[config.mk]
export PLATFORM = sky130hd
export DESIGN_NAME = lru_byte_budget_cache_top
export DESIGN_NICKNAME = d
export VERILOG_FILES = /design/src/rtl/lbbc_pkg.sv /design/src/rtl/lbbc_ctrl.sv /design/src/rtl/lbbc_dp.sv /design/src/rtl/lru_byte_budget_cache_top.sv
export SDC_FILE = /design/constraint.sdc
export NUM_CORES = 2
export LEC_CHECK = 0
export ABC_AREA = 0
export BUFFER_PORTS_ARGS = -buffer_cell sky130_fd_sc_hd__buf_2
export CAP_MARGIN = 5
export CORE_MARGIN = 5
export CORE_UTILIZATION = 53
export CTS_CLUSTER_DIAMETER = 120
export DETAILED_ROUTE_END_ITERATION = 7
export GPL_TIMING_DRIVEN = 1
export HOLD_SLACK_MARGIN = 0.08
export PLACE_DENSITY = 0.8
export SLEW_MARGIN = 20
export SYNTH_ARGS = -nofsm -noshare
export SYNTH_HDL_FRONTEND = slang
export SYNTH_HIERARCHICAL = 1
export SYNTH_SLANG_ARGS = --single-unit
[constraint.sdc]
create_clock -name clk_i -period 54.4 [get_ports clk_i]
set_clock_uncertainty 0.1 [all_clocks]
set_input_delay 5.44 -clock clk_i [delete_from_list [all_inputs] [get_ports clk_i]]
set_output_delay 5.44 -clock clk_i [all_outputs]
set_load 0.02 [all_outputs]
[src/rtl/lbbc_pkg.sv]
// ----------------------------------------------------------------------------
// lbbc_pkg
// Shared types and constants for the LRU byte-budget texture cache.
// ----------------------------------------------------------------------------
`default_nettype none

package lbbc_pkg;

  localparam int unsigned ENTRIES = 16;
  localparam int unsigned IDX_W   = (ENTRIES > 1) ? $clog2(ENTRIES) : 1;
  localparam int unsigned LIVE_W  = 7;
  localparam int unsigned BYTES_W = 30;
  localparam int unsigned RES_W   = 35;
  localparam int unsigned BUD_W   = 34;
  localparam int unsigned STAMP_W = 64;

  localparam logic [1:0] OP_LOOKUP = 2'd0;
  localparam logic [1:0] OP_SWEEP  = 2'd1;
  localparam logic [1:0] OP_ALL    = 2'd2;

  localparam logic [2:0] KIND_EVICT    = 3'd0;
  localparam logic [2:0] KIND_HIT      = 3'd1;
  localparam logic [2:0] KIND_UPLOAD   = 3'd2;
  localparam logic [2:0] KIND_OVERSIZE = 3'd3;
  localparam logic [2:0] KIND_NOROOM   = 3'd4;
  localparam logic [2:0] KIND_FAILED   = 3'd5;
  localparam logic [2:0] KIND_DONE     = 3'd6;

  typedef enum logic [2:0] {
    ACT_HIT,
    ACT_OVERSIZE,
    ACT_EVICT_VIC,
    ACT_EVICT_IDX,
    ACT_NOROOM,
    ACT_STORE,
    ACT_DONE
  } act_e;

  typedef struct packed {
    logic             latch;
    logic             miss;
    logic             vic_clr;
    logic             vic_upd;
    logic             emit;
    act_e             act;
    logic [IDX_W-1:0] idx;
  } cmd_t;

  typedef struct packed {
    logic       hit;
    logic       sweep_hit;
    logic       oversize;
    logic       fits;
    logic       has_free;
    logic       found;
    logic       out_free;
    logic [1:0] op;
  } status_t;

endpackage

`default_nettype wire

[src/rtl/lbbc_ctrl.sv]
// ----------------------------------------------------------------------------
// lbbc_ctrl
// Sequencer: issues datapath commands; scans one entry per cycle, or stalls.
// ----------------------------------------------------------------------------
`default_nettype none

module lbbc_ctrl import lbbc_pkg::*; (
  input  wire logic    clk_i,
  input  wire logic    rst_ni,
  input  wire logic    in_valid_i,
  output logic         in_ready_o,
  input  wire status_t stat_i,
  output cmd_t         cmd_o
);

  typedef enum logic [3:0] {
    S_IDLE, S_HIT, S_MISS, S_FIT, S_VIC, S_EVICT, S_STORE, S_SWEEP, S_SDONE, S_STAT
  } state_e;

  state_e           state_q, state_d;
  logic [IDX_W-1:0] idx_q, idx_d;
  logic             idx_last;

  assign idx_last   = (idx_q == IDX_W'(ENTRIES - 1));
  assign in_ready_o = (state_q == S_IDLE);

  always_comb begin
    state_d       = state_q;
    idx_d         = idx_q;
    cmd_o         = '0;
    cmd_o.act     = ACT_DONE;
    cmd_o.idx     = idx_q;
    unique case (state_q)
      S_IDLE: begin
        if (in_valid_i) begin
          cmd_o.latch = 1'b1;
          idx_d       = '0;
          // op is sampled from the port via stat during this cycle
          unique case (stat_i.op)
            OP_LOOKUP:        state_d = S_HIT;
            OP_SWEEP, OP_ALL: state_d = S_SWEEP;
            default:          state_d = S_STAT;
          endcase
        end
      end
      S_HIT: begin
        if (stat_i.hit) begin
          if (stat_i.out_free) begin
            cmd_o.emit = 1'b1;
            cmd_o.act  = ACT_HIT;
            state_d    = S_IDLE;
          end
        end else if (idx_last) begin
          state_d = S_MISS;
        end else begin
          idx_d = idx_q + 1'b1;
        end
      end
      S_MISS: begin
        if (stat_i.oversize) begin
          if (stat_i.out_free) begin
            cmd_o.miss = 1'b1;
            cmd_o.emit = 1'b1;
            cmd_o.act  = ACT_OVERSIZE;
            state_d    = S_IDLE;
          end
        end else begin
          cmd_o.miss = 1'b1;
          state_d    = S_FIT;
        end
      end
      S_FIT: begin
        if (stat_i.has_free && stat_i.fits) begin
          state_d = S_STORE;
        end else begin
          cmd_o.vic_clr = 1'b1;
          idx_d         = '0;
          state_d       = S_VIC;
        end
      end
      S_VIC: begin
        cmd_o.vic_upd = 1'b1;
        if (idx_last) state_d = S_EVICT;
        else          idx_d   = idx_q + 1'b1;
      end
      S_EVICT: begin
        if (stat_i.out_free) begin
          cmd_o.emit = 1'b1;
          cmd_o.act  = stat_i.found ? ACT_EVICT_VIC : ACT_NOROOM;
          state_d    = stat_i.found ? S_FIT : S_IDLE;
        end
      end
      S_STORE: begin
        if (stat_i.out_free) begin
          cmd_o.emit = 1'b1;
          cmd_o.act  = ACT_STORE;
          state_d    = S_IDLE;
        end
      end
      S_SWEEP: begin
        if (!stat_i.sweep_hit || stat_i.out_free) begin
          if (stat_i.sweep_hit) begin
            cmd_o.emit = 1'b1;
            cmd_o.act  = ACT_EVICT_IDX;
          end
          if (idx_last) state_d = S_SDONE;
          else          idx_d   = idx_q + 1'b1;
        end
      end
      S_SDONE, S_STAT: begin
        if (stat_i.out_free) begin
          cmd_o.emit    = 1'b1;
          cmd_o.act     = ACT_DONE;
          // op 3 raises vic_clr so the datapath leaves the sweep mark alone
          cmd_o.vic_clr = (state_q == S_STAT);
          state_d       = S_IDLE;
        end
      end
      default: state_d = S_IDLE;
    endcase
  end

  always_ff @(posedge clk_i or negedge rst_ni) begin
    if (!rst_ni) begin
      state_q <= S_IDLE;
      idx_q   <= '0;
    end else begin
      state_q <= state_d;
      idx_q   <= idx_d;
    end
  end

endmodule

`default_nettype wire

[src/rtl/lbbc_dp.sv]
// ----------------------------------------------------------------------------
// lbbc_dp
// Entry store, totals, counters, victim tracking and result register.
// ----------------------------------------------------------------------------
`default_nettype none

module lbbc_dp import lbbc_pkg::*; (
  input  wire logic               clk_i,
  input  wire logic               rst_ni,
  input  wire cmd_t               cmd_i,
  output status_t                 stat_o,
  input  wire logic               cfg_valid_i,
  input  wire logic [BUD_W-1:0]   cfg_byte_budget_i,
  input  wire logic [1:0]         op_i,
  input  wire logic [31:0]        key_i,
  input  wire logic [13:0]        tex_width_i,
  input  wire logic [13:0]        tex_height_i,
  input  wire logic               is_pal4_i,
  input  wire logic [15:0]        load_id_i,
  input  wire logic               load_failed_i,
  output logic                    out_valid_o,
  input  wire logic               out_ready_i,
  output logic [2:0]              kind_o,
  output logic [15:0]             tex_id_o,
  output logic [5:0]              slot_o,
  output logic [RES_W-1:0]        resident_bytes_o,
  output logic [LIVE_W-1:0]       live_entries_o,
  output logic [31:0]             hit_count_o,
  output logic [31:0]             miss_count_o,
  output logic [31:0]             eviction_count_o,
  output logic [31:0]             upload_count_o,
  output logic [31:0]             oversized_count_o,
  output logic                    last_o
);

  logic [ENTRIES-1:0] valid_q, valid_d;
  logic [31:0]        ekey_q   [ENTRIES];
  logic [15:0]        eid_q    [ENTRIES];
  logic [BYTES_W-1:0] ebytes_q [ENTRIES];
  logic [STAMP_W-1:0] estamp_q [ENTRIES];

  logic [STAMP_W-1:0] clock_q, clock_d, mark_q, mark_d;
  logic [RES_W-1:0]   res_q, res_d;
  logic [LIVE_W-1:0]  live_q, live_d;
  logic [31:0]        hits_q, hits_d, miss_q, miss_d, evc_q, evc_d, up_q, up_d, ovs_q, ovs_d;
  logic [BUD_W-1:0]   budget_q;

  logic [1:0]         op_q;
  logic [31:0]        key_q;
  logic               pal4_q, fail_q;
  logic [15:0]        lid_q;
  logic [27:0]        texels_q;
  logic [BYTES_W-1:0] bytes_w;

  logic [STAMP_W-1:0] best_q;
  logic [IDX_W-1:0]   vic_q;
  logic [15:0]        vic_id_q;
  logic [BYTES_W-1:0] vic_bytes_q;
  logic               found_q;

  logic [IDX_W-1:0]   free_idx;
  logic [IDX_W-1:0]   eslot;
  logic [15:0]        eid;
  logic [BYTES_W-1:0] ebytes;
  logic               do_write, do_stamp;

  logic [2:0]         okind;
  logic [15:0]        oid;
  logic [5:0]         oslot;
  logic               olast;

  assign bytes_w = pal4_q ? BYTES_W'(texels_q >> 1) : {texels_q, 2'b00};

  always_comb begin
    free_idx = '0;
    for (int i = ENTRIES - 1; i >= 0; i--) begin
      if (!valid_q[i]) free_idx = IDX_W'(i);
    end
  end

  always_comb begin
    stat_o.hit       = valid_q[cmd_i.idx] && (ekey_q[cmd_i.idx] == key_q);
    stat_o.sweep_hit = valid_q[cmd_i.idx] &&
                       ((op_q == OP_ALL) || (estamp_q[cmd_i.idx] <= mark_q));
    stat_o.oversize  = (budget_q != '0) && ({4'b0, bytes_w} > budget_q);
    stat_o.fits      = (budget_q == '0) ||
                       (({1'b0, res_q} + {6'b0, bytes_w}) <= {2'b0, budget_q});
    stat_o.has_free  = ~&valid_q;
    stat_o.found     = found_q;
    stat_o.out_free  = !out_valid_o || out_ready_i;
    stat_o.op        = cmd_i.latch ? op_i : op_q;
  end

  always_comb begin
    valid_d  = valid_q;
    clock_d  = clock_q;
    mark_d   = mark_q;
    res_d    = res_q;
    live_d   = live_q;
    hits_d   = hits_q;
    miss_d   = cmd_i.miss ? miss_q + 32'd1 : miss_q;
    evc_d    = evc_q;
    up_d     = up_q;
    ovs_d    = ovs_q;
    do_write = 1'b0;
    do_stamp = 1'b0;
    eslot    = (cmd_i.act == ACT_EVICT_VIC) ? vic_q : cmd_i.idx;
    eid      = (cmd_i.act == ACT_EVICT_VIC) ? vic_id_q : eid_q[cmd_i.idx];
    ebytes   = (cmd_i.act == ACT_EVICT_VIC) ? vic_bytes_q : ebytes_q[cmd_i.idx];
    okind    = KIND_DONE;
    oid      = '0;
    oslot    = '0;
    olast    = 1'b1;
    if (cmd_i.emit) begin
      unique case (cmd_i.act)
        ACT_HIT: begin
          hits_d   = hits_q + 32'd1;
          clock_d  = clock_q + 1'b1;
          do_stamp = 1'b1;
          okind    = KIND_HIT;
          oid      = eid_q[cmd_i.idx];
          oslot    = 6'(cmd_i.idx);
        end
        ACT_OVERSIZE: begin
          ovs_d = ovs_q + 32'd1;
          okind = KIND_OVERSIZE;
        end
        ACT_EVICT_VIC, ACT_EVICT_IDX: begin
          valid_d[eslot] = 1'b0;
          res_d  = res_q - {5'b0, ebytes};
          live_d = live_q - 1'b1;
          evc_d  = evc_q + 32'd1;
          okind  = KIND_EVICT;
          oid    = eid;
          oslot  = 6'(eslot);
          olast  = 1'b0;
        end
        ACT_NOROOM: okind = KIND_NOROOM;
        ACT_STORE: begin
          oslot = 6'(free_idx);
          if (fail_q) begin
            okind = KIND_FAILED;
          end else begin
            do_write          = 1'b1;
            valid_d[free_idx] = 1'b1;
            clock_d           = clock_q + 1'b1;
            res_d             = res_q + {5'b0, bytes_w};
            live_d            = live_q + 1'b1;
            up_d              = up_q + 32'd1;
            okind             = KIND_UPLOAD;
            oid               = lid_q;
          end
        end
        ACT_DONE: begin
          // sweep/evict-all move the mark; an unknown op leaves it
          if (!cmd_i.vic_clr) mark_d = clock_q;
        end
        default: okind = KIND_DONE;
      endcase
    end
  end

  always_ff @(posedge clk_i or negedge rst_ni) begin
    if (!rst_ni) begin
      valid_q     <= '0;
      clock_q     <= '0;
      mark_q      <= '0;
      res_q       <= '0;
      live_q      <= '0;
      hits_q      <= '0;
      miss_q      <= '0;
      evc_q       <= '0;
      up_q        <= '0;
      ovs_q       <= '0;
      budget_q    <= '0;
      out_valid_o <= 1'b0;
      found_q     <= 1'b0;
    end else begin
      valid_q <= valid_d;
      clock_q <= clock_d;
      mark_q  <= mark_d;
      res_q   <= res_d;
      live_q  <= live_d;
      hits_q  <= hits_d;
      miss_q  <= miss_d;
      evc_q   <= evc_d;
      up_q    <= up_d;
      ovs_q   <= ovs_d;
      if (cfg_valid_i) budget_q <= cfg_byte_budget_i;
      if (cmd_i.emit)       out_valid_o <= 1'b1;
      else if (out_ready_i) out_valid_o <= 1'b0;
      if (cmd_i.vic_clr)    found_q <= 1'b0;
      else if (cmd_i.vic_upd && valid_q[cmd_i.idx] && (estamp_q[cmd_i.idx] < best_q))
        found_q <= 1'b1;
    end
  end

  always_ff @(posedge clk_i) begin
    if (cmd_i.latch) begin
      op_q     <= op_i;
      key_q    <= key_i;
      pal4_q   <= is_pal4_i;
      fail_q   <= load_failed_i;
      lid_q    <= load_id_i;
      texels_q <= tex_width_i * tex_height_i;
    end
    if (cmd_i.vic_clr) begin
      best_q <= '1;
    end else if (cmd_i.vic_upd && valid_q[cmd_i.idx] && (estamp_q[cmd_i.idx] < best_q)) begin
      best_q      <= estamp_q[cmd_i.idx];
      vic_q       <= cmd_i.idx;
      vic_id_q    <= eid_q[cmd_i.idx];
      vic_bytes_q <= ebytes_q[cmd_i.idx];
    end
    if (do_stamp) estamp_q[cmd_i.idx] <= clock_d;
    if (do_write) begin
      ekey_q[free_idx]   <= key_q;
      eid_q[free_idx]    <= lid_q;
      ebytes_q[free_idx] <= bytes_w;
      estamp_q[free_idx] <= clock_d;
    end
    if (cmd_i.emit) begin
      kind_o            <= okind;
      tex_id_o          <= oid;
      slot_o            <= oslot;
      resident_bytes_o  <= res_d;
      live_entries_o    <= live_d;
      hit_count_o       <= hits_d;
      miss_count_o      <= miss_d;
      eviction_count_o  <= evc_d;
      upload_count_o    <= up_d;
      oversized_count_o <= ovs_d;
      last_o            <= olast;
    end
  end

`ifndef SYNTHESIS
  a_live_matches: assert property (@(posedge clk_i) disable iff (!rst_ni)
    $countones(valid_q) == 32'(live_q)) else $error("live count drift");
  a_evict_valid: assert property (@(posedge clk_i) disable iff (!rst_ni)
    cmd_i.emit && (cmd_i.act == ACT_EVICT_VIC || cmd_i.act == ACT_EVICT_IDX)
    |-> valid_q[eslot]) else $error("evicting empty slot");
  a_store_free: assert property (@(posedge clk_i) disable iff (!rst_ni)
    cmd_i.emit && cmd_i.act == ACT_STORE |-> !valid_q[free_idx])
    else $error("store without free slot");
`endif

endmodule

`default_nettype wire

[src/rtl/lru_byte_budget_cache_top.sv]
// ----------------------------------------------------------------------------
// lru_byte_budget_cache_top
// Fully associative LRU texture cache with a resident byte budget.
// ----------------------------------------------------------------------------
// Flow from the accepting edge to a registered result: a hit scans keys, one entry per
// cycle, up to its slot; a miss scans every entry, then checks size, fit and stores, with
// a fit check, victim scan and evict step per eviction (an oversized miss stops at size).
// Sweep / evict-all scan every entry, op 3 only emits; a stalled result adds its wait.
// One item in flight; in_ready_o rises at the edge that registers the final result.
// Reset (rst_ni low, async): entries invalid, totals, clocks, counters, budget 0.
`default_nettype none

module lru_byte_budget_cache_top import lbbc_pkg::*; (
  input  wire logic               clk_i,
  input  wire logic               rst_ni,
  // config write channel
  input  wire logic               cfg_valid_i,
  output logic                    cfg_ready_o,
  input  wire logic [BUD_W-1:0]   cfg_byte_budget_i,
  // request channel
  input  wire logic               in_valid_i,
  output logic                    in_ready_o,
  input  wire logic [1:0]         op_i,
  input  wire logic [31:0]        key_i,
  input  wire logic [13:0]        tex_width_i,
  input  wire logic [13:0]        tex_height_i,
  input  wire logic               is_pal4_i,
  input  wire logic [15:0]        load_id_i,
  input  wire logic               load_failed_i,
  // result channel
  output logic                    out_valid_o,
  input  wire logic               out_ready_i,
  output logic [2:0]              kind_o,
  output logic [15:0]             tex_id_o,
  output logic [5:0]              slot_o,
  output logic [RES_W-1:0]        resident_bytes_o,
  output logic [LIVE_W-1:0]       live_entries_o,
  output logic [31:0]             hit_count_o,
  output logic [31:0]             miss_count_o,
  output logic [31:0]             eviction_count_o,
  output logic [31:0]             upload_count_o,
  output logic [31:0]             oversized_count_o,
  output logic                    last_o
);

  cmd_t    cmd;
  status_t stat;

  // budget register takes a transfer on any cycle
  assign cfg_ready_o = 1'b1;

  lbbc_ctrl u_ctrl (
    .clk_i      (clk_i),
    .rst_ni     (rst_ni),
    .in_valid_i (in_valid_i),
    .in_ready_o (in_ready_o),
    .stat_i     (stat),
    .cmd_o      (cmd)
  );

  lbbc_dp u_dp (
    .clk_i             (clk_i),
    .rst_ni            (rst_ni),
    .cmd_i             (cmd),
    .stat_o            (stat),
    .cfg_valid_i       (cfg_valid_i),
    .cfg_byte_budget_i (cfg_byte_budget_i),
    .op_i              (op_i),
    .key_i             (key_i),
    .tex_width_i       (tex_width_i),
    .tex_height_i      (tex_height_i),
    .is_pal4_i         (is_pal4_i),
    .load_id_i         (load_id_i),
    .load_failed_i     (load_failed_i),
    .out_valid_o       (out_valid_o),
    .out_ready_i       (out_ready_i),
    .kind_o            (kind_o),
    .tex_id_o          (tex_id_o),
    .slot_o            (slot_o),
    .resident_bytes_o  (resident_bytes_o),
    .live_entries_o    (live_entries_o),
    .hit_count_o       (hit_count_o),
    .miss_count_o      (miss_count_o),
    .eviction_count_o  (eviction_count_o),
    .upload_count_o    (upload_count_o),
    .oversized_count_o (oversized_count_o),
    .last_o            (last_o)
  );

endmodule

`default_nettype wire
==> metrics.yaml <==
outcome: "finished, final reports clean"
cp_slowest_cell: "dfrtp_4"
holdPathEnd: "u_dp/live_q[6]"
cts-root-buf: "clkbuf_16"
cts_tree: "built"
avgViaCountPerCell: 6.39
layout.nets: 8578
via_count: 73500
post-route-util_pct: 59.8
dr.pass1.iters: 6
final.setup.tns_ns: 0
reg2reg_to: "u_dp/resident_bytes_o[29]"
pre_cts_slack_ns: 41.85
worst_hold_path_type: "flip-flop to flip-flop"
ir_drop_v: 0.0000562
min_from: "u_dp/live_q[6]"
async_flop_share_pct: 12.7
syn_inst: 7485
critPathLaunchType: "flip-flop"
globalplace.congestion: 0.909
cap_violations: 0
yosysUniqueCellTypes: 79
die_h_um: 507
grt_pass1_wl_um: 500000
fin_area_um2: 147000
critPathMaxStageDelay_ns: 0.99
worstReg2RegStart: "u_ctrl/idx_q[1]"
numCtsBuffers: 308
multiInputGateArea_um2: 39200
fillers: 16800
drtAntennaViolNets: 0
fin_crit_ns: 12.69
worst_pin_slew_ns: 1.14
synth_flop_cell: "edfxtp_1"
syn_area_per_cell_um2: 17.5
synth.ff_latch_count: 3082
drc_errors: 0
ios: 350
rows: 182
worst_slack_ns: 41.71
clkSlewWorstSetupHoldPaths_ns: 0.06
die_area_um2: 257000
cpMostUsedCell: "buf_4"
seq_area_frac_synth_pct: 68.6
antenna_found_initial: 24
routedWlPerCell_um: 29.4
critical_path_required_ns: 54.98
hold_slack_ns: 0.361
min_path_cells: 1
total_leakage_power_uw: 0.0516
ctsHoldBuffers: 0
placed_cell_area_um2: 137000
final.period_utilization_pct: 23.3
cellPowerDensity_nw_per_um2: 51.2
path_class: "flip-flop to flip-flop"
grt_max_degree: 162
setup_violations: 0
ctsResizeCount: 0
slew-limit-headroom_pct: 23.8
core_area_um2: 246000
clkLatencyLatePin_ns: 0.98
cp_top_family: "compound AO/OA/AOI/OAI gates"
die_w_um: 507
drive_gt1_share_pct: 21.9
area_delta_synth_final_pct: 12.3
syn_area_um2: 131000
synth_edf_count: 2626
cts_buffer_depth: 4
drv_slew: 0
crit_fanout: 114
first_iter_violations: 9836
clock-sinks: 3082
yosysWarningCount: 6
path_buf_inv: 7
grt_usage_pct: 26.1
grt_setup_unrepaired: "no"
wirelength_um: 339000
post_cts_buffers: 0
finalHoldViolCount: 0
clock.fmax_mhz: 78.8
htree_levels: 5
grt_pass1_vias: 75300
initial_core_util_pct: 53.3
grt-ovfl-total: 0
reg2reg_setup_slack_ns: 41.71
port_buffers: 346
r2r_cells: 36
dp_hpwl_um: 192000
seqCellArea_um2: 90000
endpoint_kind: "flip-flop"
cp.arrival_ns: 13.26
-- per-layer routing --
| metal | global-route usage [%] | vias up | share of wire (%) |
|---|---|---|---|
| li1 | - | 30000 | - |
| met5 | 0 | - | 0.022 |
| met3 | 5.83 | 848 | 11 |
| met2 | 41.9 | 5012 | 48 |
| met4 | 8.88 | 12 | 3.8 |
| met1 | 35.8 | 37600 | 37 |
-- sequential cells by signal, indices dropped and copies added (netlist names), 34 cells and up --
name                   cells
u_dp/best_q               64
u_dp/budget_q             34
u_dp/clock_q              64
u_dp/ebytes_q            480
u_dp/eid_q               256
u_dp/ekey_q              512
u_dp/estamp_q           1024
u_dp/mark_q               64
u_dp/res_q                35
u_dp/resident_bytes_o     35
-- cells in the mapped netlist (16+ instances only) --
cell | count | share of area [%]
a22oi_1 | 44 | 0.25
nand4_1 | 95 | 0.45
dfxtp_1 | 66 | 1.0
and4_1 | 16 | 0.11
ha_1 | 353 | 3.4
xor2_1 | 149 | 1.0
nand2_1 | 497 | 1.4
nor4_1 | 29 | 0.14
dfrtp_1 | 390 | 7.4
inv_1 | 377 | 1.1
mux4_2 | 715 | 12
o21ai_0 | 258 | 0.98
o21a_1 | 17 | 0.097
a31oi_1 | 26 | 0.12
clkbuf_1 | 192 | 0.55
mux2_2 | 52 | 0.45
edfxtp_1 | 2626 | 60
fa_1 | 143 | 2.2
o211ai_1 | 75 | 0.43
nand3_1 | 122 | 0.47
nand2b_1 | 33 | 0.16
nor2_1 | 193 | 0.55
buf_1 | 49 | 0.14
mux2i_1 | 37 | 0.28
xnor2_1 | 185 | 1.2
a21o_1 | 96 | 0.55
a21oi_1 | 172 | 0.66
and3_1 | 60 | 0.29
and2_1 | 113 | 0.54
nor3_1 | 32 | 0.12
nor2b_1 | 38 | 0.18
buf_2 | 50 | 0.19
-- metrics by stage --
stage          std cells  total power (µW)
2_1_floorplan       7486              4630
3_3_place_gp       11000              5350
3_5_place_dp       11000              5420
4_1_cts            11500              7530
5_1_grt            11500              7890
6_report           11500              7540
-- kinds of logic (layout without fill, tap and decap cells) --
family          count (synthesis)  after routing  share of synthesized area, %
xor+xnor                      334            334                          2.23
flops                        3082           3082                          68.6
buf+inv                       680           1389                          2.03
simple gates                 1274           1274                          4.69
compound gates                813            813                          3.90
other cells                     2             11                       0.00573
fa+ha+maj                     496            496                          5.55
mux                           804            804                          13.0
-- layout by cell type (no fill, tap or decap), types with 52 or more instances in the layout --
cell type  netlist  layout
edfxtp_1      2626    2626
and3_1          60      60
clkbuf_16        0     315
buf_2           50     345
a21oi_1        172     171
o21ai_0        258     255
xnor2_1        185     168
a21o_1          96      96
ha_1           353     353
o211ai_1        75      75
nand2_1        497     495
and2_1         113     112
nor2_1         193     156
inv_1          377     376
dfxtp_1         66      66
nand3_1        122     122
buf_4           10     115
mux4_2         715     715
clkbuf_1       192      66
nand4_1         95      95
mux2_2          52      52
fa_1           143     143
xor2_1         149     120
dfrtp_1        390     386
-- where the power goes --
group | switching (µW) | internal (µW) | total (µW)
Combinational | 1430 | 921 | 2360
Sequential | 157 | 2930 | 3090
Clock | 892 | 1200 | 2090
Total | 2480 | 5050 | 7540
-- final cells by class --
cell class / instances / area share [%]
timing repair buffer: 469 / 1.85
inverter: 378 / 0.964
tap: 3312 / 2.81
antenna: 8 / 0.0136
multi-input combinational: 3724 / 26.6
clock inverter: 151 / 1.01
clock buffer: 391 / 5.62
sequential: 3082 / 61.1
-- how the worst max path moves through the flow --
stage | startpoint | to | slack, ns | depth (start not counted)
floorplan | out_ready_i | u_dp/ebytes_q[6][0] | 32.41 | 10
global placement | u_ctrl/idx_q[1] | u_dp/resident_bytes_o[29] | 42.01 | 36
detailed placement | u_ctrl/idx_q[1] | u_dp/resident_bytes_o[29] | 41.85 | 36
CTS | u_ctrl/idx_q[1] | u_dp/resident_bytes_o[29] | 41.83 | 36
global route | u_ctrl/idx_q[1] | u_dp/resident_bytes_o[29] | 41.00 | 36
finish | u_ctrl/idx_q[1] | u_dp/resident_bytes_o[29] | 41.71 | 36
No activity file was read; power rests on OpenSTA's default activity.
